<file path="config.mk">
export PLATFORM = sky130hd
export DESIGN_NAME = circular_list_insert_remove_core
export DESIGN_NICKNAME = d
export VERILOG_FILES = /design/src/design/clir_pkg.sv /design/src/design/clir_ctrl.sv /design/src/design/clir_datapath.sv /design/src/design/circular_list_insert_remove_core.sv
export SDC_FILE = /design/constraint.sdc
export NUM_CORES = 1
export LEC_CHECK = 0
export BUFFER_PORTS_ARGS = -buffer_cell sky130_fd_sc_hd__buf_2
export CORE_ASPECT_RATIO = 2
export CORE_UTILIZATION = 35
export CTS_CLUSTER_SIZE = 25
export DETAILED_ROUTE_END_ITERATION = 6
export MAX_ROUTING_LAYER = met4
export PLACE_DENSITY = 0.55
export REMOVE_ABC_BUFFERS = 1
export SLEW_MARGIN = 20
export SYNTH_ARGS = -nofsm -noshare
export SYNTH_HDL_FRONTEND = slang
export SYNTH_SLANG_ARGS = --single-unit
</file>
<file path="constraint.sdc">
create_clock -name clk -period 4.9 [get_ports clk]
set_input_delay 0.49 -clock clk [delete_from_list [all_inputs] [get_ports clk]]
set_output_delay 0.49 -clock clk [all_outputs]
set_load 0.005 [all_outputs]
</file>
<file path="src/design/clir_pkg.sv">
package clir_pkg;

  // Request kinds
  localparam logic REQ_INSERT = 1'b0;
  localparam logic REQ_REMOVE = 1'b1;

  // Result status codes
  localparam logic [1:0] STAT_DONE     = 2'd0;
  localparam logic [1:0] STAT_NO_MATCH = 2'd1;
  localparam logic [1:0] STAT_FULL     = 2'd2;

  typedef struct packed {
    logic               req_type;
    logic signed [31:0] value;
  } req_t;

  typedef struct packed {
    logic [1:0] status;
    logic [4:0] entry_count;
  } rsp_t;

  typedef enum logic [1:0] {
    S_IDLE,
    S_CHECK,
    S_SCAN,
    S_SHIFT
  } state_t;

  // Controller to datapath
  typedef struct packed {
    logic       load;      // capture request
    logic       idx_clr;   // idx <= 0, read entry 0
    logic       idx_inc;   // idx <= idx + 1, read entry idx + 1
    logic       wr_tail;   // write request value at the tail
    logic       wr_shift;  // write read data one place toward the head
    logic       respond;   // emit a result beat
    logic [1:0] status;
    logic       occ_inc;
    logic       occ_dec;
  } cmd_t;

  // Datapath to controller
  typedef struct packed {
    logic is_remove;
    logic full;
    logic empty;
    logic hit;   // read data equals the request value
    logic last;  // current index is the last held entry
  } stat_t;

endpackage

</file>
<file path="src/design/clir_ctrl.sv">
module clir_ctrl
  import clir_pkg::*;
(
  input  logic  clk,
  input  logic  rst_n,
  input  logic  start,
  input  stat_t stat,
  output logic  busy,
  output cmd_t  cmd
);

  state_t state_r, state_nxt;

  always_ff @(posedge clk) begin
    if (!rst_n) begin
      state_r <= S_IDLE;
    end else begin
      state_r <= state_nxt;
    end
  end

  always_comb begin
    state_nxt = state_r;
    case (state_r)
      S_IDLE: begin
        if (start) state_nxt = S_CHECK;
      end
      S_CHECK: begin
        if (stat.is_remove && !stat.empty) state_nxt = S_SCAN;
        else                               state_nxt = S_IDLE;
      end
      S_SCAN: begin
        if (stat.hit) state_nxt = stat.last ? S_IDLE : S_SHIFT;
        else if (stat.last) state_nxt = S_IDLE;
      end
      S_SHIFT: begin
        if (stat.last) state_nxt = S_IDLE;
      end
      default: state_nxt = S_IDLE;
    endcase
  end

  always_comb begin
    cmd  = '0;
    busy = (state_r != S_IDLE);
    case (state_r)
      S_IDLE: begin
        cmd.load = start;
      end
      S_CHECK: begin
        if (!stat.is_remove) begin
          cmd.respond = 1'b1;
          if (stat.full) begin
            cmd.status = STAT_FULL;
          end else begin
            cmd.status  = STAT_DONE;
            cmd.wr_tail = 1'b1;
            cmd.occ_inc = 1'b1;
          end
        end else if (stat.empty) begin
          cmd.respond = 1'b1;
          cmd.status  = STAT_NO_MATCH;
        end else begin
          cmd.idx_clr = 1'b1;
        end
      end
      S_SCAN: begin
        if (stat.last) begin
          cmd.respond = 1'b1;
          cmd.status  = stat.hit ? STAT_DONE : STAT_NO_MATCH;
          cmd.occ_dec = stat.hit;
        end else begin
          cmd.idx_inc = 1'b1;
        end
      end
      S_SHIFT: begin
        cmd.wr_shift = 1'b1;
        if (stat.last) begin
          cmd.respond = 1'b1;
          cmd.status  = STAT_DONE;
          cmd.occ_dec = 1'b1;
        end else begin
          cmd.idx_inc = 1'b1;
        end
      end
      default: cmd = '0;
    endcase
  end

endmodule

</file>
<file path="src/design/clir_datapath.sv">
module clir_datapath
  import clir_pkg::*;
#(
  parameter int CAPACITY = 16
) (
  input  logic  clk,
  input  logic  rst_n,
  input  req_t  in_req,
  input  cmd_t  cmd,
  output stat_t stat,
  output logic  out_valid,
  output rsp_t  out_rsp
);

  localparam int IW = $clog2(CAPACITY);
  localparam int OW = $clog2(CAPACITY + 1);

  logic [31:0]   entry_mem [CAPACITY];
  logic [31:0]   rd_data_r;
  logic [31:0]   val_r;
  logic          kind_r;
  logic [IW-1:0] idx_r, idx_nxt;
  logic [OW-1:0] occ_r, occ_nxt;
  logic [OW-1:0] idx_ext;
  logic [IW-1:0] rd_addr;
  logic [IW-1:0] wr_addr;
  logic [31:0]   wr_data;
  logic          wr_en;
  logic          out_valid_r;
  rsp_t          out_rsp_r;

  assign idx_ext = OW'(idx_r) + OW'(1);

  always_comb begin
    idx_nxt = idx_r;
    rd_addr = '0;
    if (cmd.idx_clr) begin
      idx_nxt = '0;
      rd_addr = '0;
    end else if (cmd.idx_inc) begin
      idx_nxt = idx_ext[IW-1:0];
      rd_addr = idx_ext[IW-1:0];
    end
  end

  always_comb begin
    occ_nxt = occ_r;
    if (cmd.occ_inc)      occ_nxt = occ_r + OW'(1);
    else if (cmd.occ_dec) occ_nxt = occ_r - OW'(1);
  end

  assign wr_en   = cmd.wr_tail || cmd.wr_shift;
  assign wr_addr = cmd.wr_tail ? occ_r[IW-1:0] : (idx_r - IW'(1));
  assign wr_data = cmd.wr_tail ? val_r : rd_data_r;

  always_ff @(posedge clk) begin
    if (wr_en) entry_mem[wr_addr] <= wr_data;
    rd_data_r <= entry_mem[rd_addr];
  end

  always_ff @(posedge clk) begin
    if (cmd.load) begin
      kind_r <= in_req.req_type;
      val_r  <= in_req.value;
    end
    idx_r <= idx_nxt;
    if (cmd.respond) begin
      out_rsp_r.status      <= cmd.status;
      out_rsp_r.entry_count <= 5'(occ_nxt);
    end
  end

  always_ff @(posedge clk) begin
    if (!rst_n) begin
      occ_r       <= '0;
      out_valid_r <= 1'b0;
    end else begin
      occ_r       <= occ_nxt;
      out_valid_r <= cmd.respond;
    end
  end

  assign stat.is_remove = (kind_r == REQ_REMOVE);
  assign stat.full      = (occ_r == OW'(CAPACITY));
  assign stat.empty     = (occ_r == '0);
  assign stat.hit       = (rd_data_r == val_r);
  assign stat.last      = (idx_ext >= occ_r);

  assign out_valid = out_valid_r;
  assign out_rsp   = out_rsp_r;

endmodule

</file>
<file path="src/design/circular_list_insert_remove_core.sv">
// Channel   Ports                  Handshake
// request   start, busy, in_req    beat taken when start && !busy
// result    out_valid, out_rsp     one-cycle strobe, receiver always takes it
//
// Insert: busy only to check; result strobe in the first cycle with busy low.
// Remove: busy to check, then to visit each held entry (check only if empty);
//   the single memory read port visits one entry per cycle, first scanning for
//   the match, then moving each later entry one place toward the head.
// Reset (rst_n low, synchronous) empties the list; entry storage is not cleared.
// The result side never stalls, so a new request may start as the strobe shows.
module circular_list_insert_remove_core
  import clir_pkg::*;
#(
  parameter int CAPACITY = 16
) (
  input  logic clk,
  input  logic rst_n,
  input  logic start,
  output logic busy,
  input  req_t in_req,
  output logic out_valid,
  output rsp_t out_rsp
);

  cmd_t  cmd;
  stat_t stat;

  // Sequencer: accept, dispatch, scan, shift
  clir_ctrl u_ctrl (
    .clk   (clk),
    .rst_n (rst_n),
    .start (start),
    .stat  (stat),
    .busy  (busy),
    .cmd   (cmd)
  );

  // Entry store, occupancy, compare and result register
  clir_datapath #(
    .CAPACITY (CAPACITY)
  ) u_dp (
    .clk       (clk),
    .rst_n     (rst_n),
    .in_req    (in_req),
    .cmd       (cmd),
    .stat      (stat),
    .out_valid (out_valid),
    .out_rsp   (out_rsp)
  );

  // Accepted beat always moves the sequencer out of idle
  a_accept_busy: assert property (@(posedge clk) disable iff (!rst_n)
    start && !busy |=> busy)
    else $error("accepted request did not raise busy");

  // One result per request, never two strobes in a row
  a_single_strobe: assert property (@(posedge clk) disable iff (!rst_n)
    out_valid |=> !out_valid)
    else $error("back-to-back result strobes");

  // A dropped insert reports a full store
  a_full_count: assert property (@(posedge clk) disable iff (!rst_n)
    out_valid && out_rsp.status == STAT_FULL |-> out_rsp.entry_count == 5'(CAPACITY))
    else $error("full status with count below capacity");

endmodule
</file>
==> impl_metrics.py, run 1 <==
metrics = {
    "timing": {
        "max_freq_mhz": 234,
        "finalCriticalPeriod_ps": 4280,
        "fin_worst_skew_ps": 13.1,
        "finalSetupViolCount": 0,
        "whs_ps": 55.5,
        "rsz0062_at_grt": "no",
        "slew_headroom_pct": 14.5,
        "worstMarginPinSlew_ps": 1280,
        "drv_slew": 0,
        "hold_viol_final": 0,
        "fin_crit_sh_pct": 87.3,
    },
    "finish": {
        "layout-drive-gt1-share_pct": 15.0,
        "final_cell_mix": "552 x edfxtp_1, 135 x nand2_1, 109 x mux2i_1, 73 x a21oi_1, 65 x o22ai_1",
        "seq_area_sq_mm": 0.0175,
        "mostFrequentLayoutCell": "edfxtp_1",
        "fin_nets": 1790,
        "multiInputGateArea_sq_mm": 0.00692,
        "area_growth_pct": 12.8,
        "fillers": 6276,
        "fin_cells": 2692,
    },
    "setup_path": {
        "endpoint_kind": "flop",
        "cp_data_required_time_ps": 5200,
        "start_kind": "flop",
        "path_max_fanout": 28,
        "crit_type": "reg -> reg",
        "crit_arrival_ps": 4580,
    },
    "pwr": {
        "power_density_mw_per_mm2": 367,
        "p_total_w": 0.0103,
        "vdd_drop_max_mv": 0.255,
        "p_leak_nw": 8.95,
    },
    "detailed_routing": {
        "vias": 15400,
        "wl_per_cell_um": 27.3,
        "wirelength_mm": 73.6,
        "viasPerCell": 5.71,
        "drtAntennaViolNets": 0,
        "drt_iter0_markers": 1256,
        "drc_errors": 0,
        "firstDrtPassIters": 5,
    },
    "grt": {
        "grt_pass1_vias": 15800,
        "track_usage_pct": 21.1,
        "grt_start_max_net_pins": 150,
        "antenna_found_initial": 0,
        "grt_overflow_total": 0,
        "grt_pass1_wl_mm": 106,
    },
    "floorplanning": {
        "rows": 137,
        "die_area_sq_mm": 0.0722,
        "core_area_sq_mm": 0.0701,
        "die_y_um": 379,
        "initial_core_util_pct": 35.5,
        "num_io_pins": 45,
        "die_x_um": 191,
    },
    "min_path": {
        "hp-class": "in -> reg",
    },
    "cts": {
        "post_cts_buffers": 0,
        "cts_root_buf": "clkbuf_16",
        "clk_pin_slew_ps": 70,
        "ctsResizeCount": 0,
        "clock_path_buffers": 3,
        "htree_levels": 2,
        "clkLatencyLatePin_ps": 610,
        "cts-buffers-inserted": 51,
        "hold_buffers": 0,
        "cts_tree": "done",
        "clkSinkCount": 596,
    },
    "place": {
        "gp_routability_congestion": 0.837,
        "post-dp-hpwl_mm": 45.2,
        "dpl.cell_count": 2595,
        "place.port_buffers": 44,
    },
    "yosys": {
        "syn_avg_cell_area_sq_um": 14.5,
        "async_reset_ff_share_pct": 0,
        "ys.flop_type": "edfxtp_1",
        "syn_inst": 1713,
        "synth_area_sq_mm": 0.0249,
        "ys_warn_count": 0,
        "synth-edff-count": 552,
        "ys_seq_area_share_pct": 70.2,
        "synthDistinctLibCells": 73,
        "synth_seq_cells": 596,
    },
    "run_status": {
        "status": "finished, final reports clean",
    },
    "flow_run": {
        "cap_violations": 0,
    },
}
==> flip-flops by register name, indices dropped and copies added (netlist names) <==
signal          flops
u_dp.out_valid      1
u_dp.rd_data_r     32
u_ctrl.state_r      2
u_dp.entry_mem    512
u_dp.idx_r          4
u_dp.kind_r         1
u_dp.occ_r          5
u_dp.val_r         32
u_dp.out_rsp        7
==> metal layers <==
layer	GRT usage, %	part of all wire, %	vias up
met5	-	0	-
met4	11.7	5.7	0
met3	2.49	4.3	204
met2	38.5	54	484
met1	21.6	36	7861
li1	-	-	6813
==> area by class of cell <==
class	instances	share of cell area, %
tap	903	4.03
clock buffer	68	5.06
multi-input combinational	960	24.7
inverter	41	0.553
antenna	1	0.00892
clock inverter	28	1.05
sequential	596	62.2
timing repair buffer	95	2.42
==> power breakdown <==
group          switching, W  internal (W)  leakage (nW)  total, W
clock network       0.00189       0.00232         0.845   0.00421
registers         0.0000327       0.00558          5.36   0.00561
logic              0.000345      0.000132          2.74  0.000477
==> worst paths after layout <==
kind,start,endpoint,slack [ps],depth (start not counted)
setup reg to reg,u_dp.occ_r[1]$_SDFF_PN0_,u_dp.entry_mem[7][20]$_DFFE_PP_,620,9
setup / recovery,u_dp.occ_r[1]$_SDFF_PN0_,u_dp.entry_mem[7][20]$_DFFE_PP_,620,9
hold / removal,in_req[20],u_dp.val_r[20]$_DFFE_PP_,60,1
hold reg to reg,u_dp.occ_r[4]$_SDFF_PN0_,u_dp.occ_r[4]$_SDFF_PN0_,550,2
==> metrics by stage <==
stage                     util, %  instance area (sq um)  worst slack, ps   TNS, ps
final                        40.0                  28100              621         0
after CTS                    40.0                  28100              606         0
after global routing         40.0                  28100              526         0
after detailed placement     37.6                  26300              610         0
after floorplan                 -                  24300            -7810  -4028820
after global placement       37.6                  26300              684         0
==> worst max-delay path, cell delays in order, from the launching register on <==
cell,delay (ps)
dfxtp_1,580
inv_1,260
ha_1,270
nor3b_4,170
a21o_1,260
nor2_4,290
buf_4,500
a32oi_1,470
nor2_4,800
buf_4,340
==> cell usage after synthesis, types with 5 or more instances <==
cell,count,area share (%)
nor3_1,8,0.16
nor2b_1,26,0.65
mux2_2,23,1.0
a211oi_1,40,1.2
a221o_1,21,0.84
buf_1,7,0.11
mux2i_1,109,4.4
ha_1,9,0.45
a221oi_1,25,0.88
nor4_1,8,0.20
buf_2,32,0.64
nand2b_1,24,0.60
xor2_1,32,1.1
a21oi_1,73,1.5
o211ai_1,26,0.78
a22o_1,8,0.28
a31oi_1,32,0.80
o32ai_1,23,0.81
o21ai_0,61,1.2
nor2_1,74,1.1
inv_1,38,0.57
o22ai_1,65,1.6
xnor2_1,5,0.18
o311ai_0,21,0.74
clkbuf_1,63,0.95
buf_6,6,0.27
dfxtp_1,44,3.5
o22a_1,22,0.77
o211ai_2,22,1.1
nand2_1,135,2.0
buf_4,6,0.18
a2111oi_0,8,0.28
edfxtp_1,552,67
==> cells by family (layout without fill, tap and decap cells) <==
| kind of cell | Yosys count | after routing | share of synthesized area [%] |
|---|---|---|---|
| compound gates | 479 | 479 | 14.1 |
| xor+xnor | 39 | 39 | 1.43 |
| fa+ha+maj | 9 | 9 | 0.453 |
| buf+inv | 157 | 232 | 2.85 |
| flops | 596 | 596 | 70.2 |
| mux | 133 | 133 | 5.52 |
| other cells | 0 | 1 | 0 |
| simple gates | 300 | 300 | 5.49 |
Note: power is estimated with default switching activity, not from simulation.
==> run 2: changes to the inputs <==
CORE_UTILIZATION = 30   (was 35)
PLACE_DENSITY = 0.5   (was 0.55)
==> impl_metrics.py, run 2 (synthesis gave the netlist of run 1 again) <==
metrics = {
    "cts": {
        "clkSinkCount": 596,
        "cts_root_buf": "clkbuf_16",
        "clk_pin_slew_ps": 60,
        "htree_levels": 2,
        "clkLatencyLatePin_ps": 610,
        "clock_path_buffers": 3,
        "post_cts_buffers": 0,
        "cts_tree": "done",
        "cts-buffers-inserted": 53,
        "ctsResizeCount": 0,
        "hold_buffers": 0,
    },
    "pwr": {
        "combPwrFrac_pct": 4.6,
        "power_frac_seq_pct": 55.0,
        "swShare_pct": 22.5,
        "p_clk_share_pct": 40.3,
        "vdd_drop_max_mv": 0.239,
        "switching_power_w": 0.00230,
        "p_leak_nw": 8.90,
        "power_density_mw_per_mm2": 362,
        "intPower_w": 0.00791,
    },
    "place": {
        "placement.cell_area_sq_mm": 0.0266,
        "post-dp-hpwl_mm": 48.2,
        "gp_routability_congestion": 0.871,
        "place_ws_ps": 790,
        "place.port_buffers": 44,
    },
    "detailed_routing": {
        "vias": 15200,
        "drc_errors": 0,
        "wirelength_mm": 76.9,
        "firstDrtPassIters": 5,
        "drtAntennaViolNets": 0,
        "wl_per_cell_um": 27.1,
        "viasPerCell": 5.35,
        "drt_iter0_markers": 1124,
    },
    "setup_path": {
        "r2r_start": "u_dp.occ_r[1]$_SDFF_PN0_",
        "path_max_fanout": 35,
        "r2r_cells": 9,
        "crit_path_start": "u_dp.occ_r[1]$_SDFF_PN0_",
        "crit_arrival_ps": 4340,
        "crit_type": "reg -> reg",
        "crit_chain": "inv_1 -> ha_1 -> nor3b_4 -> a211o_2 -> buf_4 -> a21oi_1 -> a32oi_1 -> nor2_4 -> buf_4",
        "cp_data_required_time_ps": 5140,
        "cp_slowest_stage_delay_ps": 550,
        "r2r_slack_ps": 790,
        "critPathMostFrequentCell": "buf_4",
        "start_kind": "flop",
        "endpoint_kind": "flop",
        "worst_path_max_delay_cell": "dfxtp_1",
        "rr_endpoint": "u_dp.entry_mem[11][23]$_DFFE_PP_",
    },
    "timing": {
        "max_freq_mhz": 243,
        "finalSetupViolCount": 0,
        "rsz0062_at_grt": "no",
        "hold_viol_final": 0,
        "fin_crit_sh_pct": 83.9,
        "fin_ws_ps": 790,
        "worstMarginPinSlew_ps": 1090,
        "fin_worst_skew_ps": 17.0,
        "slew_headroom_pct": 27.2,
        "setup_tns_ps": 0,
        "finalCriticalPeriod_ps": 4110,
        "drv_slew": 0,
    },
    "min_path": {
        "hold_end": "u_dp.val_r[31]$_DFFE_PP_",
        "hold_depth": 1,
        "hp-start": "in_req[31]",
        "hp-class": "in -> reg",
    },
    "flow_run": {
        "cap_violations": 0,
    },
    "finish": {
        "layout-drive-gt1-share_pct": 14.5,
        "largest_register_ffs": 512,
        "top_regs": "u_dp.entry_mem (512), u_dp.rd_data_r (32), u_dp.val_r (32)",
        "top_register": "u_dp.entry_mem",
        "final_area_sq_mm": 0.0282,
        "final_cell_mix": "552 x edfxtp_1, 135 x nand2_1, 109 x mux2i_1, 73 x a21oi_1, 65 x o22ai_1",
        "n_antenna_cell": 0,
        "mostFrequentLayoutCell": "edfxtp_1",
        "fin_nets": 1790,
        "area_growth_pct": 13.4,
    },
    "floorplanning": {
        "rows": 149,
        "initial_core_util_pct": 30.3,
        "die_y_um": 409,
        "die_area_sq_mm": 0.0842,
        "die_x_um": 206,
        "core_area_sq_mm": 0.0822,
        "num_io_pins": 45,
    },
    "grt": {
        "grt_pass1_vias": 15900,
        "grt_overflow_total": 0,
        "track_usage_pct": 18.8,
        "antenna_found_initial": 3,
        "grt_start_max_net_pins": 169,
        "grt_pass1_wl_mm": 110,
    },
    "run_status": {
        "status": "finished, final reports clean",
    },
}
## run 2: changes by cell type in the layout (fill, tap and decap cells not counted), sizes merged
cell / before / now
clkinvlp: 2 / 3
diode: 1 / 0
buf: 95 / 93
clkinv: 18 / 16
bufinv: 5 / 2
clkbuf: 68 / 73
## run 2: layout make-up
cell class / instances / area [sq um]
sequential: 596 / 17500
clock buffer: 73 / 1460
multi-input combinational: 960 / 6920
timing repair buffer: 93 / 713
fill: 7807 / 54000
clock inverter: 24 / 189
tap: 1057 / 1320
inverter: 41 / 155
## run 2: worst max-delay path by stage
| stage | endpoint | slack [ps] | cells past startpoint |
|---|---|---|---|
| 6_report | u_dp.entry_mem[11][23]$_DFFE_PP_ | 790 | 9 |
| 5_1_grt | u_dp.rd_data_r[26]$_DFF_P_ | 540 | 10 |
| 4_1_cts | u_dp.entry_mem[11][17]$_DFFE_PP_ | 780 | 9 |
| 3_5_place_dp | u_dp.entry_mem[11][17]$_DFFE_PP_ | 790 | 9 |
| 3_3_place_gp | u_dp.entry_mem[11][17]$_DFFE_PP_ | 890 | 9 |
| 2_1_floorplan | u_dp.entry_mem[0][0]$_DFFE_PP_ | -7810 | 5 |
## run 2: per-layer routing
metal	wire length [um]	track usage [%]	up-vias
li1	-	-	6802
met1	26800	18.7	7727
met2	42900	35.3	481
met4	4330	10.2	0
met3	2920	1.85	193
met5	0	-	-
## run 2: critical path, delay by kind of cell (launching register included)
kind                       cells  cell delay (ps)
buffers and inverters          3             1090
and+or+nand+nor                2              590
AOI/OAI and AO/OA              3             1120
adders and majority gates      1              270
DFF                            1              550
## run 2: through the flow
| stage | utilization, % | power, W | cells | hold slack, ps |
|---|---|---|---|---|
| floorplan | - | 0.00601 | 1597 | 489 |
| global placement | 32.3 | 0.00620 | 2747 | 517 |
| detailed placement | 32.3 | 0.00621 | 2747 | 528 |
| CTS | 34.3 | 0.0103 | 2844 | 25.1 |
| global route | 34.3 | 0.0105 | 2844 | 32.8 |
| finish | 34.3 | 0.0102 | 2844 | 58.7 |
## run 2: power by group through the flow
| stage | registers (W) | logic [W] | clock network (W) |
|---|---|---|---|
| floorplan | 0.00574 | 0.000273 | 0 |
| global placement | 0.00573 | 0.000472 | 0 |
| detailed placement | 0.00573 | 0.000478 | 0 |
| CTS | 0.00562 | 0.000479 | 0.00420 |
| global route | 0.00562 | 0.000509 | 0.00434 |
| finish | 0.00562 | 0.000473 | 0.00412 |
==> run 3: changes to the inputs <==
clock period = 3.8 ns   (was 4.9 ns; I/O delays follow)
==> impl_metrics.py, run 3 (synthesis gave the netlist of run 1 again) <==
metrics = {
    "floorplanning": {
        "die_x_um": 206,
        "num_io_pins": 45,
        "die_y_um": 409,
        "rows": 149,
        "die_area_sq_mm": 0.0842,
        "core_area_sq_mm": 0.0822,
        "initial_core_util_pct": 30.3,
    },
    "detailed_routing": {
        "firstDrtPassIters": 6,
        "routed.top_layer": "met4",
        "vias": 15400,
        "wl_met2_mm": 43.5,
        "wl_per_cell_um": 26.6,
        "viasPerCell": 5.32,
        "drc_errors": 0,
        "wl_met1_mm": 27.1,
        "wl_met3_mm": 2.12,
        "wirelength_mm": 77.0,
        "drtAntennaViolNets": 0,
        "drt_iter0_markers": 946,
    },
    "cts": {
        "clock_path_buffers": 3,
        "clk_pin_slew_ps": 70,
        "cts_tree": "done",
        "cts-buffers-inserted": 52,
        "cts_root_buf": "clkbuf_16",
        "htree_levels": 2,
        "clkSinkCount": 596,
        "post_cts_buffers": 0,
        "clkLatencyLatePin_ps": 610,
    },
    "setup_path": {
        "crit_arrival_ps": 4100,
        "worst_path_max_delay_cell": "or2_1",
        "start_kind": "flop",
        "crit_chain": "ha_1 -> xor2_2 -> ha_1 -> nand2_1 -> o21a_1 -> buf_4 -> o211ai_4 -> or2_1 -> buf_4 -> a211oi_1 -> a2111o_1",
        "endpoint_kind": "flop",
        "r2r_start": "u_dp.idx_r[1]$_SDFFE_PP0N_",
        "rr_endpoint": "u_dp.rd_data_r[4]$_DFF_P_",
        "cp_slowest_stage_delay_ps": 570,
        "cp_data_required_time_ps": 4290,
        "path_max_fanout": 13,
        "r2r_cells": 11,
        "r2r_slack_ps": 180,
        "crit_type": "reg -> reg",
    },
    "timing": {
        "slew_headroom_pct": 29.1,
        "worstMarginPinSlew_ps": 1050,
        "hold_viol_final": 0,
        "whs_ps": 62.0,
        "finalCriticalPeriod_ps": 3620,
        "max_freq_mhz": 277,
        "fin_crit_sh_pct": 95.2,
        "rsz0062_at_grt": "no",
        "fin_worst_skew_ps": 11.3,
        "fin_ws_ps": 184,
        "finalSetupViolCount": 0,
        "drv_slew": 0,
    },
    "pwr": {
        "p_leak_nw": 9.23,
        "power_density_mw_per_mm2": 461,
        "combPwrFrac_pct": 5.0,
        "p_clk_share_pct": 40.7,
        "power_frac_seq_pct": 54.3,
        "intPower_w": 0.0104,
        "swShare_pct": 22.1,
        "switching_power_w": 0.00294,
        "vdd_drop_max_mv": 0.331,
    },
    "min_path": {
        "hold_end": "u_dp.val_r[3]$_DFFE_PP_",
        "hold_depth": 1,
        "hp-class": "in -> reg",
        "hp-start": "in_req[3]",
    },
    "finish": {
        "final_cell_mix": "552 x edfxtp_1, 135 x nand2_1, 109 x mux2i_1, 73 x a21oi_1, 65 x o22ai_1",
        "area_growth_pct": 16.2,
        "top_register": "u_dp.entry_mem",
        "n_antenna_cell": 0,
        "top_regs": "u_dp.entry_mem (512), u_dp.rd_data_r (32), u_dp.val_r (32)",
        "layout-drive-gt1-share_pct": 15.7,
        "largest_register_ffs": 512,
        "mostFrequentLayoutCell": "edfxtp_1",
        "fin_nets": 1846,
    },
    "grt": {
        "grt_start_max_net_pins": 115,
        "grt_pass1_vias": 15900,
        "grt_pass1_wl_mm": 111,
        "antenna_found_initial": 0,
        "grt_overflow_total": 0,
        "track_usage_pct": 18.9,
    },
    "place": {
        "place_ws_ps": 222,
        "gp_routability_congestion": 0.852,
        "place.port_buffers": 44,
        "post-dp-hpwl_mm": 50.0,
    },
    "flow_run": {
        "cap_violations": 0,
    },
    "run_status": {
        "status": "finished, final reports clean",
    },
}
run 3: cell count changes in the layout (fill, tap and decap cells not counted), sizes merged:
cell,change
clkinvlp,-1
inv,-4
buf,+25
clkbuf,-12
bufinv,+4
clkinv,+12
dlygate4sd3,+32
run 3: routing by layer:
| layer | up-vias | global-route usage (%) |
|---|---|---|
| li1 | 6907 | - |
| met1 | 7950 | 18.9 |
| met2 | 410 | 35.6 |
| met3 | 164 | 1.64 |
| met4 | 0 | 9.90 |
| met5 | - | - |
run 3: critical path, delay by kind of cell (launching register included):
kind	cells	cell delay, ps
xor gates and xnor gates	1	130
DFF	1	450
AOI/OAI and AO/OA	4	940
and+or+nand+nor	2	650
buffers and inverters	2	580
adders and majority gates	2	730
run 3: layout make-up:
class | instances | area [sq um]
clock inverters | 35 | 327
inverters | 41 | 155
well taps | 1057 | 1320
fillers | 7788 | 53300
flip-flops and latches | 596 | 17500
repair buffers | 150 | 1360
multi-input cells | 960 | 6920
clock buffers | 61 | 1370
run 3: timing repair:
item	4_1_cts	5_1_grt
setup endpoints to repair	0	1
gates resized for setup	0	1
hold endpoints to repair	32	0
hold buffers	32	0
run 3: how the worst max path moves through the flow:
stage | cells past startpoint | to | slack [ps] | start
3_3_place_gp | 11 | u_dp.rd_data_r[4]$_DFF_P_ | 190 | u_dp.idx_r[1]$_SDFFE_PP0N_
3_5_place_dp | 11 | u_dp.rd_data_r[14]$_DFF_P_ | 220 | u_dp.idx_r[1]$_SDFFE_PP0N_
2_1_floorplan | 5 | u_dp.entry_mem[0][0]$_DFFE_PP_ | -8910 | u_dp.idx_r[0]$_SDFFE_PP0N_
5_1_grt | 11 | u_dp.rd_data_r[14]$_DFF_P_ | 40 | u_dp.idx_r[1]$_SDFFE_PP0N_
6_report | 11 | u_dp.rd_data_r[4]$_DFF_P_ | 180 | u_dp.idx_r[1]$_SDFFE_PP0N_
4_1_cts | 11 | u_dp.rd_data_r[4]$_DFF_P_ | 180 | u_dp.idx_r[1]$_SDFFE_PP0N_
run 3: power by group through the flow:
stage	Combinational, W	Sequential [W]	Clock (W)
after floorplan	0.000353	0.00740	0
after global placement	0.000640	0.00738	0
after detailed placement	0.000646	0.00738	0
after CTS	0.000675	0.00724	0.00553
after global routing	0.000714	0.00724	0.00574
final	0.000666	0.00724	0.00542
run 3: through the flow:
stage | setup TNS (ps) | instance area, sq um | instances | power (W) | util [%]
6_report | 0 | 28900 | 2900 | 0.0133 | 35.2
5_1_grt | 0 | 28900 | 2900 | 0.0137 | 35.2
4_1_cts | 0 | 28900 | 2900 | 0.0134 | 35.2
3_5_place_dp | 0 | 26900 | 2772 | 0.00803 | 32.7
3_3_place_gp | 0 | 26900 | 2772 | 0.00802 | 32.7
2_1_floorplan | -4654720 | 24300 | 1597 | 0.00775 | -
